===== config.mk =====
export PLATFORM = sky130hd
export DESIGN_NAME = brb_index
export DESIGN_NICKNAME = d
export VERILOG_FILES = /design/src/rtl/core/brb_pkg.sv /design/src/rtl/core/brb_index.sv
export SDC_FILE = /design/constraint.sdc
export NUM_CORES = 1
export LEC_CHECK = 0
export ABC_AREA = 0
export BUFFER_PORTS_ARGS = -buffer_cell sky130_fd_sc_hd__buf_2
export CORE_ASPECT_RATIO = 0.6
export CORE_UTILIZATION = 59
export CTS_CLUSTER_DIAMETER = 150
export DETAILED_ROUTE_END_ITERATION = 7
export PLACE_DENSITY = 0.81
export SETUP_SLACK_MARGIN = 0.2
export SYNTH_ARGS = -nofsm -noshare
export SYNTH_HDL_FRONTEND = slang
export SYNTH_SLANG_ARGS = --single-unit

===== constraint.sdc =====
create_clock -name clk -period 6 [get_ports clk]
set_input_delay 0.6 -clock clk [delete_from_list [all_inputs] [get_ports clk]]
set_output_delay 0.6 -clock clk [all_outputs]
set_load 0.01 [all_outputs]

===== src/rtl/core/brb_pkg.sv =====
// Shared types and constants for the block ring buffer core.
// No dependencies; brb_if, brb_index, the core and the testbench use this package by scoped names.
`timescale 1ns / 1ps

package brb_pkg;

  // Fixed field widths of the channels and registers
  localparam int KIND_W     = 2;
  localparam int BYTE_W     = 8;
  localparam int COUNT_W    = 9;
  localparam int RLEN_W     = 7;
  localparam int BLOCKS_W   = 5;
  localparam int BYTES_W    = 9;
  localparam int CFG_IDX_W  = 1;
  localparam int CFG_DATA_W = 9;

  // Register reset values
  localparam logic [BLOCKS_W-1:0] BLOCKS_RST = 5'd16;
  localparam logic [BYTES_W-1:0]  BYTES_RST  = 9'd256;

  // Input action codes
  localparam logic ACT_WRITE = 1'b0;
  localparam logic ACT_READ  = 1'b1;

  // Result kinds
  typedef enum logic [KIND_W-1:0] {
    KIND_WRITE  = 2'd0,
    KIND_DATA   = 2'd1,
    KIND_NODATA = 2'd2
  } kind_t;

  // Configuration register indexes
  typedef enum logic [CFG_IDX_W-1:0] {
    REG_BLOCKS_IN_USE = 1'b0,
    REG_BLOCK_BYTES   = 1'b1
  } cfg_reg_t;

  // Control sequencer states
  typedef enum logic [1:0] {
    S_IDLE,
    S_META,
    S_DATA
  } state_t;

  // Index updates requested by the control logic
  typedef struct packed {
    logic step;
    logic rd_adv;
    logic wr_adv;
  } idx_upd_t;

  // Ring status flags
  typedef struct packed {
    logic empty;
    logic full;
  } ring_flags_t;

endpackage


===== src/rtl/core/brb_index.sv =====
// Read and write block indexes, ring flags and index reduction after a
// change of the ring size. Depends on brb_pkg for the update and flag types.
`timescale 1ns / 1ps

module brb_index #(
  parameter int IDX_W = 4,
  parameter int N_W   = 5
) (
  input  logic                 clk,
  input  logic                 rst_n,
  input  logic [N_W-1:0]       ring_n,
  input  logic                 reload,
  input  brb_pkg::idx_upd_t    upd,
  output logic [IDX_W-1:0]     rd_idx,
  output logic [IDX_W-1:0]     wr_idx,
  output logic                 busy,
  output brb_pkg::ring_flags_t flags_now,
  output brb_pkg::ring_flags_t flags_nxt
);

  logic [IDX_W-1:0] rd_r, wr_r, rd_save_r, wr_save_r;
  logic [IDX_W-1:0] rd_nxt, wr_nxt;
  logic             rd_over, wr_over;

  function automatic logic [IDX_W-1:0] step_idx(input logic [IDX_W-1:0] idx,
                                                input logic [N_W-1:0]   n);
    logic [N_W-1:0] inc;
    inc = N_W'(idx) + N_W'(1);
    return (inc >= n) ? '0 : IDX_W'(inc);
  endfunction

  // Indexes at or beyond the ring size still need reduction
  assign rd_over = (N_W'(rd_r) >= ring_n);
  assign wr_over = (N_W'(wr_r) >= ring_n);
  assign busy    = rd_over || wr_over;

  assign rd_nxt = upd.rd_adv ? step_idx(rd_r, ring_n) : rd_r;
  assign wr_nxt = upd.wr_adv ? step_idx(wr_r, ring_n) : wr_r;

  // Reload from the last stepped values, subtract the ring size, or advance
  always_ff @(posedge clk) begin
    if (!rst_n) begin
      rd_r      <= '0;
      wr_r      <= '0;
      rd_save_r <= '0;
      wr_save_r <= '0;
    end else if (reload) begin
      rd_r <= rd_save_r;
      wr_r <= wr_save_r;
    end else if (busy) begin
      if (rd_over) begin
        rd_r <= IDX_W'(N_W'(rd_r) - ring_n);
      end
      if (wr_over) begin
        wr_r <= IDX_W'(N_W'(wr_r) - ring_n);
      end
    end else if (upd.step) begin
      rd_r      <= rd_nxt;
      wr_r      <= wr_nxt;
      rd_save_r <= rd_nxt;
      wr_save_r <= wr_nxt;
    end
  end

  assign rd_idx = rd_r;
  assign wr_idx = wr_r;

  // Flags now and after the requested update
  assign flags_now.empty = (rd_r == wr_r);
  assign flags_now.full  = (step_idx(wr_r, ring_n) == rd_r);
  assign flags_nxt.empty = (rd_nxt == wr_nxt);
  assign flags_nxt.full  = (step_idx(wr_nxt, ring_n) == rd_nxt);

endmodule


==> impl_metrics.py <==
metrics = {
    "timing": {
        "relSlewSlack": 0.574,
        "fin_crit_sh": 0.915,
        "slew_viol_final": 0,
        "fin_setup_tns_ns": 0,
        "worst_slack_ns": 0.511,
        "grt_setup_unrepaired": "no",
        "tightest_slew_ns": 0.638,
        "clock.fmax_mhz": 182,
        "finalHoldViolCount": 0,
        "clock_skew_ns": 0.00125,
        "fin_crit_ns": 5.49,
        "finalSetupViolCount": 0,
    },
    "power": {
        "p_total_mw": 0.457,
        "cellLeakagePower_nw": 1.07,
        "p_comb_frac": 0.529,
        "powerDensity_mw_per_mm2": 211,
        "internal-power_mw": 0.264,
        "p_sw_mw": 0.193,
        "p_seq_frac": 0.295,
        "swShare": 0.423,
        "clockPowerShare": 0.176,
        "peakVddDrop_mv": 0.131,
    },
    "critical_path": {
        "slowest_delay_ns": 0.59,
        "critPathSlowestCell": "or4_1",
        "cp_max_fo": 10,
        "crit_family": "simple AND/OR/NAND/NOR gates",
        "path_buf_inv": 2,
        "cp_data_arrival_time_ns": 4.89,
        "worstPathCellList": "ha_2, xor2_4, ha_1, a21o_1, a31o_1, a31o_2, o22a_1, inv_1, ha_1, or4_1, and2_2, ha_1, a21oi_1, o21a_2, nand3_1, or4b_1, a32oi_1, buf_2",
        "path_class": "reg2out",
        "crit_required_ns": 5.40,
        "critPathLaunchType": "flip-flop",
        "crit_path_end_kind": "output pin",
        "cp_common_cell": "ha_1",
    },
    "synth": {
        "mappedNetlistArea_sq_mm": 0.00195,
        "syn_nets": 289,
        "async_flop_share": 0,
        "synth_cell_types": 58,
        "synthFlopType": "dfxtp_1",
        "synth_area_per_cell_sq_um": 7.79,
        "synth_edf_count": 0,
        "yosysWarnings": 0,
        "syn_inst": 250,
        "synth_seq_area_share": 0.165,
        "synth-seq-cells": 16,
    },
    "layout": {
        "area_delta_synth_final_pct": 11.2,
        "final_cell_mix": "25 x nand2_1, 25 x ha_1, 23 x buf_2, 20 x inv_1, 17 x a21oi_1",
        "utilization": 0.721,
        "drive_gt1_frac": 0.155,
        "antennaDiodeCount": 0,
        "fillCellCount": 253,
        "nets": 312,
    },
    "floorplan": {
        "die_area_sq_mm": 0.00354,
        "initial_core_util": 0.648,
        "die_x_um": 76.2,
        "fp.dieH_um": 46.5,
        "rows": 15,
        "io_pins": 24,
        "design.core.area_sq_mm": 0.00300,
    },
    "placement": {
        "dp_slack_ns": 0.311,
        "place_congestion": 0.885,
        "detailed_place_hpwl_um": 4080,
        "port_buffers": 23,
    },
    "global_routing": {
        "grt_pass1_vias": 1631,
        "overflow": 0,
        "grt_pass1_wl_um": 8400,
        "grt_max_degree": 17,
        "grt_use_total": 0.315,
        "antenna_found_initial": 0,
    },
    "clock_network": {
        "cts_buffer_depth": 2,
        "insertion_delay_ns": 0.25,
        "cts_tree": "yes",
        "clock-sinks": 16,
        "cts_root_buffer": "clkbuf_8",
        "clkTransAtPathRegs_ns": 0.06,
        "cts_made_buffers": 3,
        "cts_max_level": 1,
    },
    "route": {
        "wl_per_cell_um": 16.9,
        "num_vias": 1997,
        "drtPass1Iterations": 5,
        "vias_per_cell": 6.38,
        "ant_nets": 0,
        "drc": 0,
        "wirelength_um": 5290,
        "dr.first_iter.drc_count": 178,
    },
    "outcome": {
        "status": "finished clean",
    },
    "min_path": {
        "hold_path_class": "reg2reg",
    },
    "flow_run": {
        "drv_cap": 0,
    },
}
-- cell type report --
| cell class | instances | area [sq um] | share of cell area |
|---|---|---|---|
| timing repair buffer | 25 | 130 | 0.0601 |
| tap | 42 | 52.6 | 0.0243 |
| clock buffer | 3 | 41.3 | 0.0191 |
| inverter | 21 | 78.8 | 0.0364 |
| sequential | 16 | 324 | 0.150 |
| multi-input combinational | 206 | 1540 | 0.710 |
-- power groups by stage --
stage               clock, mW  sequential, mW  combinational, mW
finish                 0.0804           0.135              0.242
global route           0.0866           0.136              0.269
CTS                    0.0834           0.133              0.234
detailed placement          0           0.135              0.231
global placement            0           0.134              0.227
floorplan                   0           0.128              0.178
-- through the flow --
stage                     instances  hold slack, ns  area, sq um
after CTS                       312           0.465         2140
after floorplan                 250           0.426         1950
after global placement          309           0.441         2090
after global routing            313           0.484         2160
final                           313           0.465         2160
after detailed placement        309           0.456         2090
-- kinds of logic (layout without fill, tap and decap cells) --
logic type,count (synthesis),after routing,synth area share
mux,4,4,0.0206
simple gates,74,74,0.189
xor+xnor,17,17,0.0765
compound gates,83,83,0.303
flops,16,16,0.165
fa+ha+maj,28,28,0.188
buf+inv,28,49,0.0591
-- routing by layer --
layer  wire length [um]  vias to the layer above  part of all wire  track usage
li1                   -                      964                 -            -
met1               2590                      924              0.49        0.452
met2               2220                      103              0.42        0.500
met3                454                        6             0.086       0.0713
met4                 19                        0            0.0036       0.0308
met5                  0                        -                 0            0
-- timing repair --
action | in CTS | in global routing
gates cloned | 0 | 0
resized for setup | 2 | 6
hold buffers | 0 | 0
pin swaps | 0 | 1
buffers inserted | 0 | 1
setup endpoints to repair | 1 | 1
-- worst register-to-register path, delay by kind of cell, from the launching register on --
family | cells | cell delay (ns)
compound gates | 6 | 1.59
xor+xnor | 1 | 0.17
fa+ha+maj | 2 | 0.60
flops | 1 | 0.59
-- cells in the mapped netlist, types with 4 or more instances --
library cell   n  area share
inv_1         20       0.039
mux2i_1        4       0.021
a21boi_0       5       0.019
nand2_1       25       0.048
o21ai_0        9       0.023
nand3_1        9       0.023
nor2b_1        5       0.016
nor2_1        13       0.025
a21o_1         6       0.023
a21oi_1       18       0.046
xor2_1        11       0.049
a31oi_1        5       0.016
clkbuf_1       4      0.0077
o21a_1         6       0.023
and3_1         4       0.013
dfxtp_1       16        0.16
ha_1          26        0.17
xnor2_1        6       0.027
-- sequential cells by signal, indices dropped and copies added, names as in the netlist --
| name | cells |
|---|---|
| rd_idx | 4 |
| rd_save_r | 4 |
| wr_idx | 4 |
| wr_save_r | 4 |
-- path summary, 6_finish.rpt --
check | slack (ns) | depth (start not counted) | to | start
setup / recovery | 0.51 | 18 | flags_nxt[0] | wr_idx[0]
hold / removal | 0.47 | 2 | rd_save_r[1] | rd_save_r[1]
setup reg to reg | 2.93 | 9 | rd_idx[1] | rd_idx[1]
hold reg to reg | 0.47 | 2 | rd_save_r[1] | rd_save_r[1]
Note: power is estimated with default switching activity, not from simulation.
