## src/rtl/core/brb_meta_mem.sv

```systemverilog
// Per-block length and read offset store with registered read data.
// Depends on nothing; valid bits make unwritten entries read as zero.
`timescale 1ns / 1ps

module brb_meta_mem #(
  parameter int DEPTH = 16,
  parameter int IDX_W = 4,
  parameter int DW    = 18
) (
  input  logic             clk,
  input  logic             rst_n,
  input  logic             we,
  input  logic [IDX_W-1:0] waddr,
  input  logic [DW-1:0]    wdata,
  input  logic             re,
  input  logic [IDX_W-1:0] raddr,
  output logic [DW-1:0]    rdata
);

  logic [DW-1:0]    mem [DEPTH];
  logic [DEPTH-1:0] vld_r;
  logic [DW-1:0]    rdata_r;
  logic             rvld_r;

  // Write entry
  always_ff @(posedge clk) begin
    if (we) begin
      mem[waddr] <= wdata;
    end
  end

  // Mark written entries; reset clears all at once
  always_ff @(posedge clk) begin
    if (!rst_n) begin
      vld_r <= '0;
    end else if (we) begin
      vld_r[waddr] <= 1'b1;
    end
  end

  // Registered read with its valid bit
  always_ff @(posedge clk) begin
    if (re) begin
      rdata_r <= mem[raddr];
    end
  end

  always_ff @(posedge clk) begin
    if (!rst_n) begin
      rvld_r <= 1'b0;
    end else if (re) begin
      rvld_r <= vld_r[raddr];
    end
  end

  assign rdata = rvld_r ? rdata_r : '0;

endmodule

```

## config.mk

```make
export PLATFORM = sky130hd
export DESIGN_NAME = brb_meta_mem
export DESIGN_NICKNAME = d
export VERILOG_FILES = /design/src/rtl/core/brb_meta_mem.sv
export SDC_FILE = /design/constraint.sdc
export NUM_CORES = 1
export LEC_CHECK = 0
export BUFFER_PORTS_ARGS = -buffer_cell sky130_fd_sc_hd__buf_2
export CAP_MARGIN = 30
export CORE_MARGIN = 2
export CORE_UTILIZATION = 50
export DETAILED_ROUTE_END_ITERATION = 10
export PLACE_DENSITY = 0.73
export SLEW_MARGIN = 0
export SYNTH_ARGS = -nofsm -noshare
export SYNTH_HDL_FRONTEND = slang
export SYNTH_SLANG_ARGS = --single-unit
```

## constraint.sdc

```tcl
create_clock -name clk -period 3.3 [get_ports clk]
set_clock_uncertainty 0.05 [all_clocks]
set_input_delay 0.165 -clock clk [delete_from_list [all_inputs] [get_ports clk]]
set_output_delay 0.165 -clock clk [all_outputs]
set_load 0.02 [all_outputs]
```

==> results of run 1 <==
==> worst register-to-register path, delay by kind of cell, from the launching register on <==
family | cells | cell delay [ns]
multiplexers | 2 | 0.98
flip-flops | 1 | 0.37
==> timing repair <==
| item | in CTS | in global routing |
|---|---|---|
| hold buffers | 19 | 0 |
| gates resized for setup | 0 | 0 |
| endpoints found under the hold margin | 304 | 0 |
==> layout by cell type, fill, tap and decap left out, types with 3 or more instances in the layout <==
master and count:
and2_1 18, buf_12 3, buf_2 46, buf_4 23, bufinv_16 3, clkbuf_1 7, clkbuf_16 31, clkbuf_8 4
clkinv_1 6, clkinv_2 4, dfxtp_1 17, dlygate4sd3_1 19, edfxtp_1 306, mux2i_1 4, mux4_2 92, nand3b_1 3
nor2_2 12, nor3_2 4, o21a_1 16
==> per-stage QoR <==
stage / setup slack, ns / utilization, % / hold WS (ns) / total power, W
floorplan: 0.836 / - / 0.214 / 0.00495
global placement: 0.996 / 53.8 / 0.391 / 0.00509
detailed placement: 0.957 / 53.8 / 0.403 / 0.00512
CTS: 1.11 / 58.7 / 0.142 / 0.00857
global route: 1.05 / 58.7 / 0.157 / 0.00875
finish: 1.18 / 58.7 / 0.164 / 0.00851
==> synth_stat cells, drive strengths merged (2+ instances only) <==
master / count / area (um^2)
and2: 18 / 113
nand3: 2 / 10.0
o21a: 16 / 120
mux4: 92 / 2070
clkbuf: 7 / 26.3
buf: 17 / 119
mux2i: 4 / 40.0
nand3b: 3 / 22.5
nor2: 14 / 52.6
a221oi: 2 / 17.5
edfxtp: 306 / 9190
nand2b: 2 / 12.5
nand2: 2 / 7.51
dfxtp: 17 / 340
nor3: 4 / 20.0
==> final cells by class <==
type	count	share of cell area, %
Sequential cell	323	67.3
Inverter	1	0.0265
Tap cell	324	2.86
Clock inverter	14	0.999
Timing Repair Buffer	91	4.61
Clock buffer	42	6.05
Multi-Input combinational cell	163	18.1
==> kinds of logic after synthesis <==
logic type | synth area share, %
muxes | 17.3
AOI/OAI and AO/OA | 1.26
and+or+nand+nor | 2.07
buffers and inverters | 1.22
DFF | 78.1
==> worst min path at each step <==
stage                             end  slack (ns)  cells after the start
after floorplan             mem[0][0]        0.21                      0
after global placement       vld_r[9]        0.39                      1
after detailed placement     vld_r[5]        0.40                      1
after CTS                 mem[12][11]        0.14                      3
after global routing      mem[12][14]        0.16                      3
final                     mem[12][11]        0.16                      3
==> power groups by stage <==
| stage | combinational (W) | clock, W | sequential [W] |
|---|---|---|---|
| 2_1_floorplan | 0.000256 | 0 | 0.00469 |
| 3_3_place_gp | 0.000393 | 0 | 0.00470 |
| 3_5_place_dp | 0.000409 | 0 | 0.00471 |
| 4_1_cts | 0.000428 | 0.00352 | 0.00462 |
| 5_1_grt | 0.000452 | 0.00368 | 0.00463 |
| 6_report | 0.000422 | 0.00347 | 0.00462 |
==> registers in the layout, summed over array words and instances, names as in the netlist <==
| signal | count |
|---|---|
| mem | 288 |
| rdata_r | 18 |
| rvld_r | 1 |
| vld_r | 16 |
==> metal layers <==
metal	global-route usage [%]	wire length (um)	share of wire [%]
met3	3.92	1630	6.6
met4	4.79	578	2.3
met1	27.2	9850	40
met2	33.7	12800	52
met5	0	0	0
==> flow_summary.ini, run 1 <==
[power]
combPwrFrac_pct = 5.0
clockPowerShare_pct = 40.8
ir_worst_vdd_mv = 0.519
p_sw_share_pct = 19.8
power.density_mw_per_mm2 = 601
power_frac_seq_pct = 54.3
p_leak_nw = 4.60
p_sw_w = 0.00168
internal_power_w = 0.00683

[clocking]
cts_tree = built
htreeDepth = 1
clockBufferDepth = 3
clk_pin_slew_ns = 0.07
cts_setup_buffers = 0
numCtsBuffers = 31
root_buffer = clkbuf_16
clk-insertion-delay-late_ns = 0.55
cts.sinks = 323

[layout]
design_area_mm2 = 0.0142
multi_input_area_mm2 = 0.00257
diodes = 0
final.fill_count = 1725
syn2layout_area_growth_pct = 16.1
drive_above_1_share_pct = 35.3
finalNonFillerCells = 958
seq_area_mm2 = 0.00953
layout.nets = 641

[sta]
slew_headroom_pct = 41.7
fmax_mhz = 471
tns_ns = 0
rsz0062_at_grt = false
setup-violations-final = 0
hold_viol = 0
period_share_pct = 64.3
min_period_ns = 2.12
worst_pin_slew_ns = 0.874
drv_slew = 0

[synthesis]
yosysWarnings = 0
async_reset_ff_share_pct = 0
ys.flop_type = edfxtp_1
seq_area_frac_synth_pct = 78.1
synth_fp_nets = 541
syn_avg_cell_area_um2 = 23.9
yosysUniqueCellTypes = 23
ys_ff_latch = 323
synth-edff-count = 306
syn_area_mm2 = 0.0122
synth_cells = 511

[hold_path]
min_from = waddr[0]
hold_class = primary input to flop

[placement]
dp_cells = 883
place.detailed.hpwl_um = 13800
place_area_mm2 = 0.0130
port_buffers = 47
globalplace.congestion = 0.723

[detailed_routing]
drtIter0Drc = 416
vias = 5617
drt-wirelength-per-cell_um = 26.0
routed_wl_um = 24900
drc = 0
drtPass1Iterations = 4
ant_nets = 0
vias_per_cell = 5.86

[worst_setup_path]
cp_top_family = flip-flops
path_depth = 2
timing.rr.start = mem[15][15]
cp_max_fo = 19
critPathKind = flop to output pin
cp_slowest_cell = dfxtp_1
r2r_end = rdata_r[15]
crit_path_start_kind = flop
endpoint = rdata[5]
critPathRequiredTime_ns = 3.08
ff2ff_path_depth = 2
crit_chain = and2_1 > buf_2
crit_path_start = rvld_r
critical_path_buf_inv_count = 1
max_stage_delay_ns = 0.88
r2r_slack_ns = 1.63
endpoint_kind = output pin
arrival_ns = 1.91

[run]
max_cap_viol_count = 0

[floorplanning]
coreArea_mm2 = 0.0241
die_w_um = 160
ios = 48
dieArea_mm2 = 0.0257
start_util_pct = 50.6
row_count = 57
die_h_um = 160

[global_routing]
grt_overflow_total = 0
grt_pass1_wl_um = 37500
grt_max_degree = 32
antenna_found_initial = 0
grt_usage_pct = 19.9
grt_pass1_vias = 5920

[outcome]
status = complete, no violations
(Power assumes the default switching activity.)
==> inputs of run 2 (changes only) <==
--- a/config.mk
+++ b/config.mk
@@ -10,7 +10,7 @@
 export CORE_MARGIN = 2
 export CORE_UTILIZATION = 50
 export DETAILED_ROUTE_END_ITERATION = 10
-export PLACE_DENSITY = 0.73
+export PLACE_DENSITY = 0.75
 export SLEW_MARGIN = 0
 export SYNTH_ARGS = -nofsm -noshare
 export SYNTH_HDL_FRONTEND = slang
==> constraint.sdc (replaced) <==
create_clock -name clk -period 1.7 [get_ports clk]
set_clock_uncertainty 0.05 [all_clocks]
set_input_delay 0.085 -clock clk [delete_from_list [all_inputs] [get_ports clk]]
set_output_delay 0.085 -clock clk [all_outputs]
set_load 0.02 [all_outputs]
==> run 2 against run 1 <==
Compared with the run above: utilization increased by 1.3 points; cell count up 1.6%; clock power is 86% higher; critical endpoint is now rdata_r[4].
==> flow_summary.ini, run 2 (synthesized netlist as in run 1, its figures left out) <==
[layout]
design_area_mm2 = 0.0145
layout.nets = 655
regMostFlops = mem
diodes = 0
largest_reg_flops = 288
final_common_cell = edfxtp_1
finalNonFillerCells = 973
largest_registers = mem: 288 flops, rdata_r: 18 flops, vld_r: 16 flops
syn2layout_area_growth_pct = 18.7
final_cell_mix = 306 x edfxtp_1, 92 x mux4_2, 46 x buf_2, 31 x clkbuf_16, 21 x buf_4
drive_above_1_share_pct = 37.1

[worst_setup_path]
max_stage_delay_ns = 0.50
cp_max_fo = 1
crit_chain = mux4_2 > mux4_2
cp_slowest_cell = mux4_2
crit_top_cell = mux4_2
arrival_ns = 1.93
critPathRequiredTime_ns = 1.94
crit_path_start_kind = flop
critPathKind = flop to flop
endpoint_kind = flop

[detailed_routing]
drtPass1Iterations = 5
drc = 0
ant_nets = 0
routed_wl_um = 25000
vias = 5733
vias_per_cell = 5.89
drt-wirelength-per-cell_um = 25.7
drtIter0Drc = 612

[global_routing]
grt_max_degree = 29
grt_pass1_wl_um = 37600
grt_usage_pct = 20.0
grt_overflow_total = 0
antenna_found_initial = 0
grt_pass1_vias = 6002

[sta]
slew_headroom_pct = 66.3
fmax_mhz = 591
drv_slew = 0
worst_pin_slew_ns = 0.506
hold_viol = 0
period_share_pct = 99.6
rsz0062_at_grt = false
setup-violations-final = 0
min_period_ns = 1.69

[clocking]
cts.sinks = 323
root_buffer = clkbuf_16
numCtsBuffers = 30
cts_tree = built
clockBufferDepth = 3
htreeDepth = 1
clk_pin_slew_ns = 0.06
clk-insertion-delay-late_ns = 0.55

[placement]
port_buffers = 47
dp_cells = 897
globalplace.congestion = 0.730
place.detailed.hpwl_um = 14100
place_area_mm2 = 0.0133

[power]
p_leak_nw = 4.72
ir_worst_vdd_mv = 0.816
power.density_mw_per_mm2 = 1130

[floorplanning]
dieArea_mm2 = 0.0257
die_h_um = 160
coreArea_mm2 = 0.0241
start_util_pct = 50.6
ios = 48
die_w_um = 160
row_count = 57

[hold_path]
hold_class = primary input to flop

[outcome]
status = complete, no violations

[run]
max_cap_viol_count = 0
## run 2: cell types whose count changed in the layout (fill, tap and decap cells not counted), moves of 2 or more
cell,before,now
bufinv_16,3,1
buf_12,3,19
buf_4,23,21
clkbuf_1,7,11
clkinv_1,6,0
nor3_2,4,0
clkinvlp_4,0,2
nor3_4,0,4
## run 2: per-stage QoR
| step | total power (W) | utilization [%] | hold WS [ns] | TNS (ns) | setup WS, ns |
|---|---|---|---|---|---|
| final | 0.0163 | 60.1 | 0.0867 | 0 | 0.00700 |
| after global routing | 0.0168 | 60.1 | 0.0918 | 0 | 0.00473 |
| after CTS | 0.0164 | 60.1 | 0.0715 | 0 | 0.00486 |
| after detailed placement | 0.00999 | 55.2 | 0.399 | -2.02 | -0.135 |
| after global placement | 0.00994 | 55.2 | 0.386 | -1.66 | -0.123 |
| after floorplan | 0.00961 | - | 0.134 | -10.31 | -0.189 |
## run 2: critical path, delay by kind of cell (launching register included)
kind / cells / cell delay (ns)
mux: 2 / 0.97
flops: 1 / 0.41
## run 2: area by class of cell
type                            instances  area [um^2]
Tap cell                              324          405
Clock inverter                          9         91.3
Sequential cell                       323         9530
Fill cell                            1680         9620
Clock buffer                           47          886
Multi-Input combinational cell        163         2590
Timing Repair Buffer                  106          968
Inverter                                1         3.75
## run 2: final timing paths
check             startpoint    endpoint  slack (ns)  cells past startpoint
setup / recovery   mem[2][4]  rdata_r[4]       0.007                      2
hold / removal      raddr[0]      rvld_r        0.09                      3
setup reg to reg   mem[2][4]  rdata_r[4]       0.007                      2
hold reg to reg    vld_r[11]   vld_r[11]        0.41                      1
## run 2: timing repair
item,CTS,global route
setup buffers,0,0
hold buffers,20,0
hold endpoints to repair,310,0
resized for setup,1,1
setup endpoints to repair,5,1
pin swaps,0,0
## run 2: where the power goes
group	leakage [nW]	total, W	switching, W	internal, W
clock	0.473	0.00647	0.00273	0.00374
sequential	2.92	0.00896	0.0000514	0.00891
combinational	1.33	0.000890	0.000458	0.000432
## run 2: routing by layer
metal | track usage, % | up-vias | share of wire [%]
met5 | 0 | - | 0
met4 | 5.57 | 0 | 2.2
met3 | 2.47 | 46 | 5.9
met2 | 33.7 | 218 | 51
met1 | 28.2 | 3062 | 41
li1 | - | 2407 | -
==> inputs of run 3 (changes only) <==
--- a/config.mk
+++ b/config.mk
@@ -5,8 +5,10 @@
 export SDC_FILE = /design/constraint.sdc
 export NUM_CORES = 1
 export LEC_CHECK = 0
+export ABC_CLOCK_PERIOD_IN_PS = 1700
 export BUFFER_PORTS_ARGS = -buffer_cell sky130_fd_sc_hd__buf_2
 export CAP_MARGIN = 30
+export CORE_ASPECT_RATIO = 1.25
 export CORE_MARGIN = 2
 export CORE_UTILIZATION = 50
 export DETAILED_ROUTE_END_ITERATION = 10
==> run 3 against run 2 <==
Compared with the run above: the flow now finishes with violations (negative setup slack); via count shrank 0.47%; sequential power is essentially flat; die area is essentially flat; worst hold slack lost 0.055 ns; fmax shrank 0.51%; final area shrank 0.12%; critical path type unchanged; critical endpoint is now rdata_r[9]; largest cell class unchanged; largest power group unchanged; highest routed layer unchanged.
==> flow_summary.ini, run 3 (synthesized netlist as in run 1, its figures left out) <==
[sta]
whs_ns = 0.0321
setup_ws_ns = -0.00176
fmax_mhz = 588
setup-violations-final = 1
worst_pin_slew_ns = 0.380
tns_ns = -0.00176
min_period_ns = 1.70
drv_slew = 0
hold_viol = 0
period_share_pct = 100
rsz0062_at_grt = true
slew_headroom_pct = 74.7

[worst_setup_path]
endpoint = rdata_r[9]
crit_path_start_kind = flop
cp_max_fo = 1
ff2ff_path_depth = 2
timing.rr.start = mem[11][9]
critPathKind = flop to flop
r2r_end = rdata_r[9]
r2r_slack_ns = -0.002
arrival_ns = 1.93
endpoint_kind = flop
critPathRequiredTime_ns = 1.92
crit_path_start = mem[11][9]

[clocking]
cts_tree = built
numCtsBuffers = 28
root_buffer = clkbuf_16
htreeDepth = 1
clk_pin_slew_ns = 0.07
clk-insertion-delay-late_ns = 0.54
cts.sinks = 323
clockBufferDepth = 3

[detailed_routing]
route.met2.wl_um = 13600
wl_met3_um = 1810
ant_nets = 0
vias = 5706
m1WireLength_um = 9220
routed_wl_um = 25600
route.top_layer_used = met4
drc = 0
vias_per_cell = 5.85
drtIter0Drc = 551
drt-wirelength-per-cell_um = 26.3
drtPass1Iterations = 5

[layout]
regMostFlops = mem
largest_reg_flops = 288
layout.nets = 659
drive_above_1_share_pct = 37.1
fin_util_pct = 60.6
final_cell_mix = 306 x edfxtp_1, 92 x mux4_2, 46 x buf_2, 29 x clkbuf_16, 26 x buf_4
largest_registers = mem: 288 flops, rdata_r: 18 flops, vld_r: 16 flops
final_common_cell = edfxtp_1
syn2layout_area_growth_pct = 18.6
design_area_mm2 = 0.0145

[floorplanning]
die_h_um = 179
dieArea_mm2 = 0.0257
die_w_um = 144
ios = 48
row_count = 63
coreArea_mm2 = 0.0239
start_util_pct = 51.1

[global_routing]
grt_usage_pct = 20.9
grt_pass1_vias = 6098
antenna_found_initial = 1
grt_pass1_wl_um = 38100
grt_max_degree = 31
grt_overflow_total = 0

[placement]
place_area_mm2 = 0.0133
place.detailed.hpwl_um = 15100
port_buffers = 47
globalplace.congestion = 0.759

[power]
clockPowerShare_pct = 38.8
combPwrFrac_pct = 5.5
p_sw_share_pct = 19.8
finalPower_w = 0.0161
internal_power_w = 0.0129
ir_worst_vdd_mv = 0.655
p_sw_w = 0.00319
power.density_mw_per_mm2 = 1110
p_leak_nw = 4.72
power_frac_seq_pct = 55.6

[outcome]
status = finished, violations left
violations = negative setup slack

[run]
max_cap_viol_count = 0

[hold_path]
hold_class = primary input to flop
## run 3: cell types whose count changed in the layout (fill, tap and decap cells not counted), moves of 2 or more
cell and delta:
clkbuf_1 -6, clkinv_1 +6, buf_4 +5, clkbuf_8 -5
bufinv_16 +2, clkbuf_16 -2, clkinv_4 +2
## run 3: metrics by stage
step,setup WS (ns),instances
after floorplan,-0.189,511
after global placement,-0.125,904
after detailed placement,-0.168,904
after CTS,-0.00578,975
after global routing,-0.00421,976
final,-0.00176,976
## run 3: power by group through the flow
| stage | clock [W] | sequential (W) | combinational (W) |
|---|---|---|---|
| after CTS | 0.00632 | 0.00896 | 0.000899 |
| after global routing | 0.00662 | 0.00897 | 0.000948 |
| after detailed placement | 0 | 0.00913 | 0.000857 |
| after global placement | 0 | 0.00911 | 0.000823 |
| final | 0.00625 | 0.00896 | 0.000890 |
| after floorplan | 0 | 0.00911 | 0.000499 |
## run 3: final cells by class
cell class                 instances  area (um^2)
antenna                            1         2.50
clock buffer                      34          744
clock inverter                    17          166
fill                            1576         9420
inverter                           1         3.75
multi-input combinational        163         2590
sequential                       323         9530
tap                              325          407
timing repair buffer             112         1020
## run 3: worst max-delay path, stage by stage, from the launching register on
cell and delay (ns):
edfxtp_1 0.40, mux4_2 0.50, mux4_2 0.49
## run 3: worst min-delay path by stage
| stage | endpoint | startpoint | cells after the start | slack [ns] |
|---|---|---|---|---|
| after floorplan | mem[0][0] | wdata[0] | 0 | 0.13 |
| after global placement | mem[10][0] | wdata[0] | 1 | 0.39 |
| after detailed placement | vld_r[8] | vld_r[8] | 1 | 0.40 |
| after CTS | rvld_r | raddr[2] | 4 | 0.03 |
| after global routing | rdata_r[5] | raddr[3] | 2 | 0.05 |
| final | rvld_r | raddr[2] | 4 | 0.03 |
## run 3: repair_timing
action / CTS / global route
endpoints found under the hold margin: 311 / 0
endpoints found under the setup margin: 2 / 1
hold buffers: 20 / 0
resized for setup: 1 / 0
pin swaps: 0 / 0
setup buffers: 0 / 0
## run 3: metal layers
metal	vias up	track usage, %
met3	69	3.09
met1	2978	26.1
li1	2408	-
met4	0	8.33
met2	251	37.0
met5	-	0
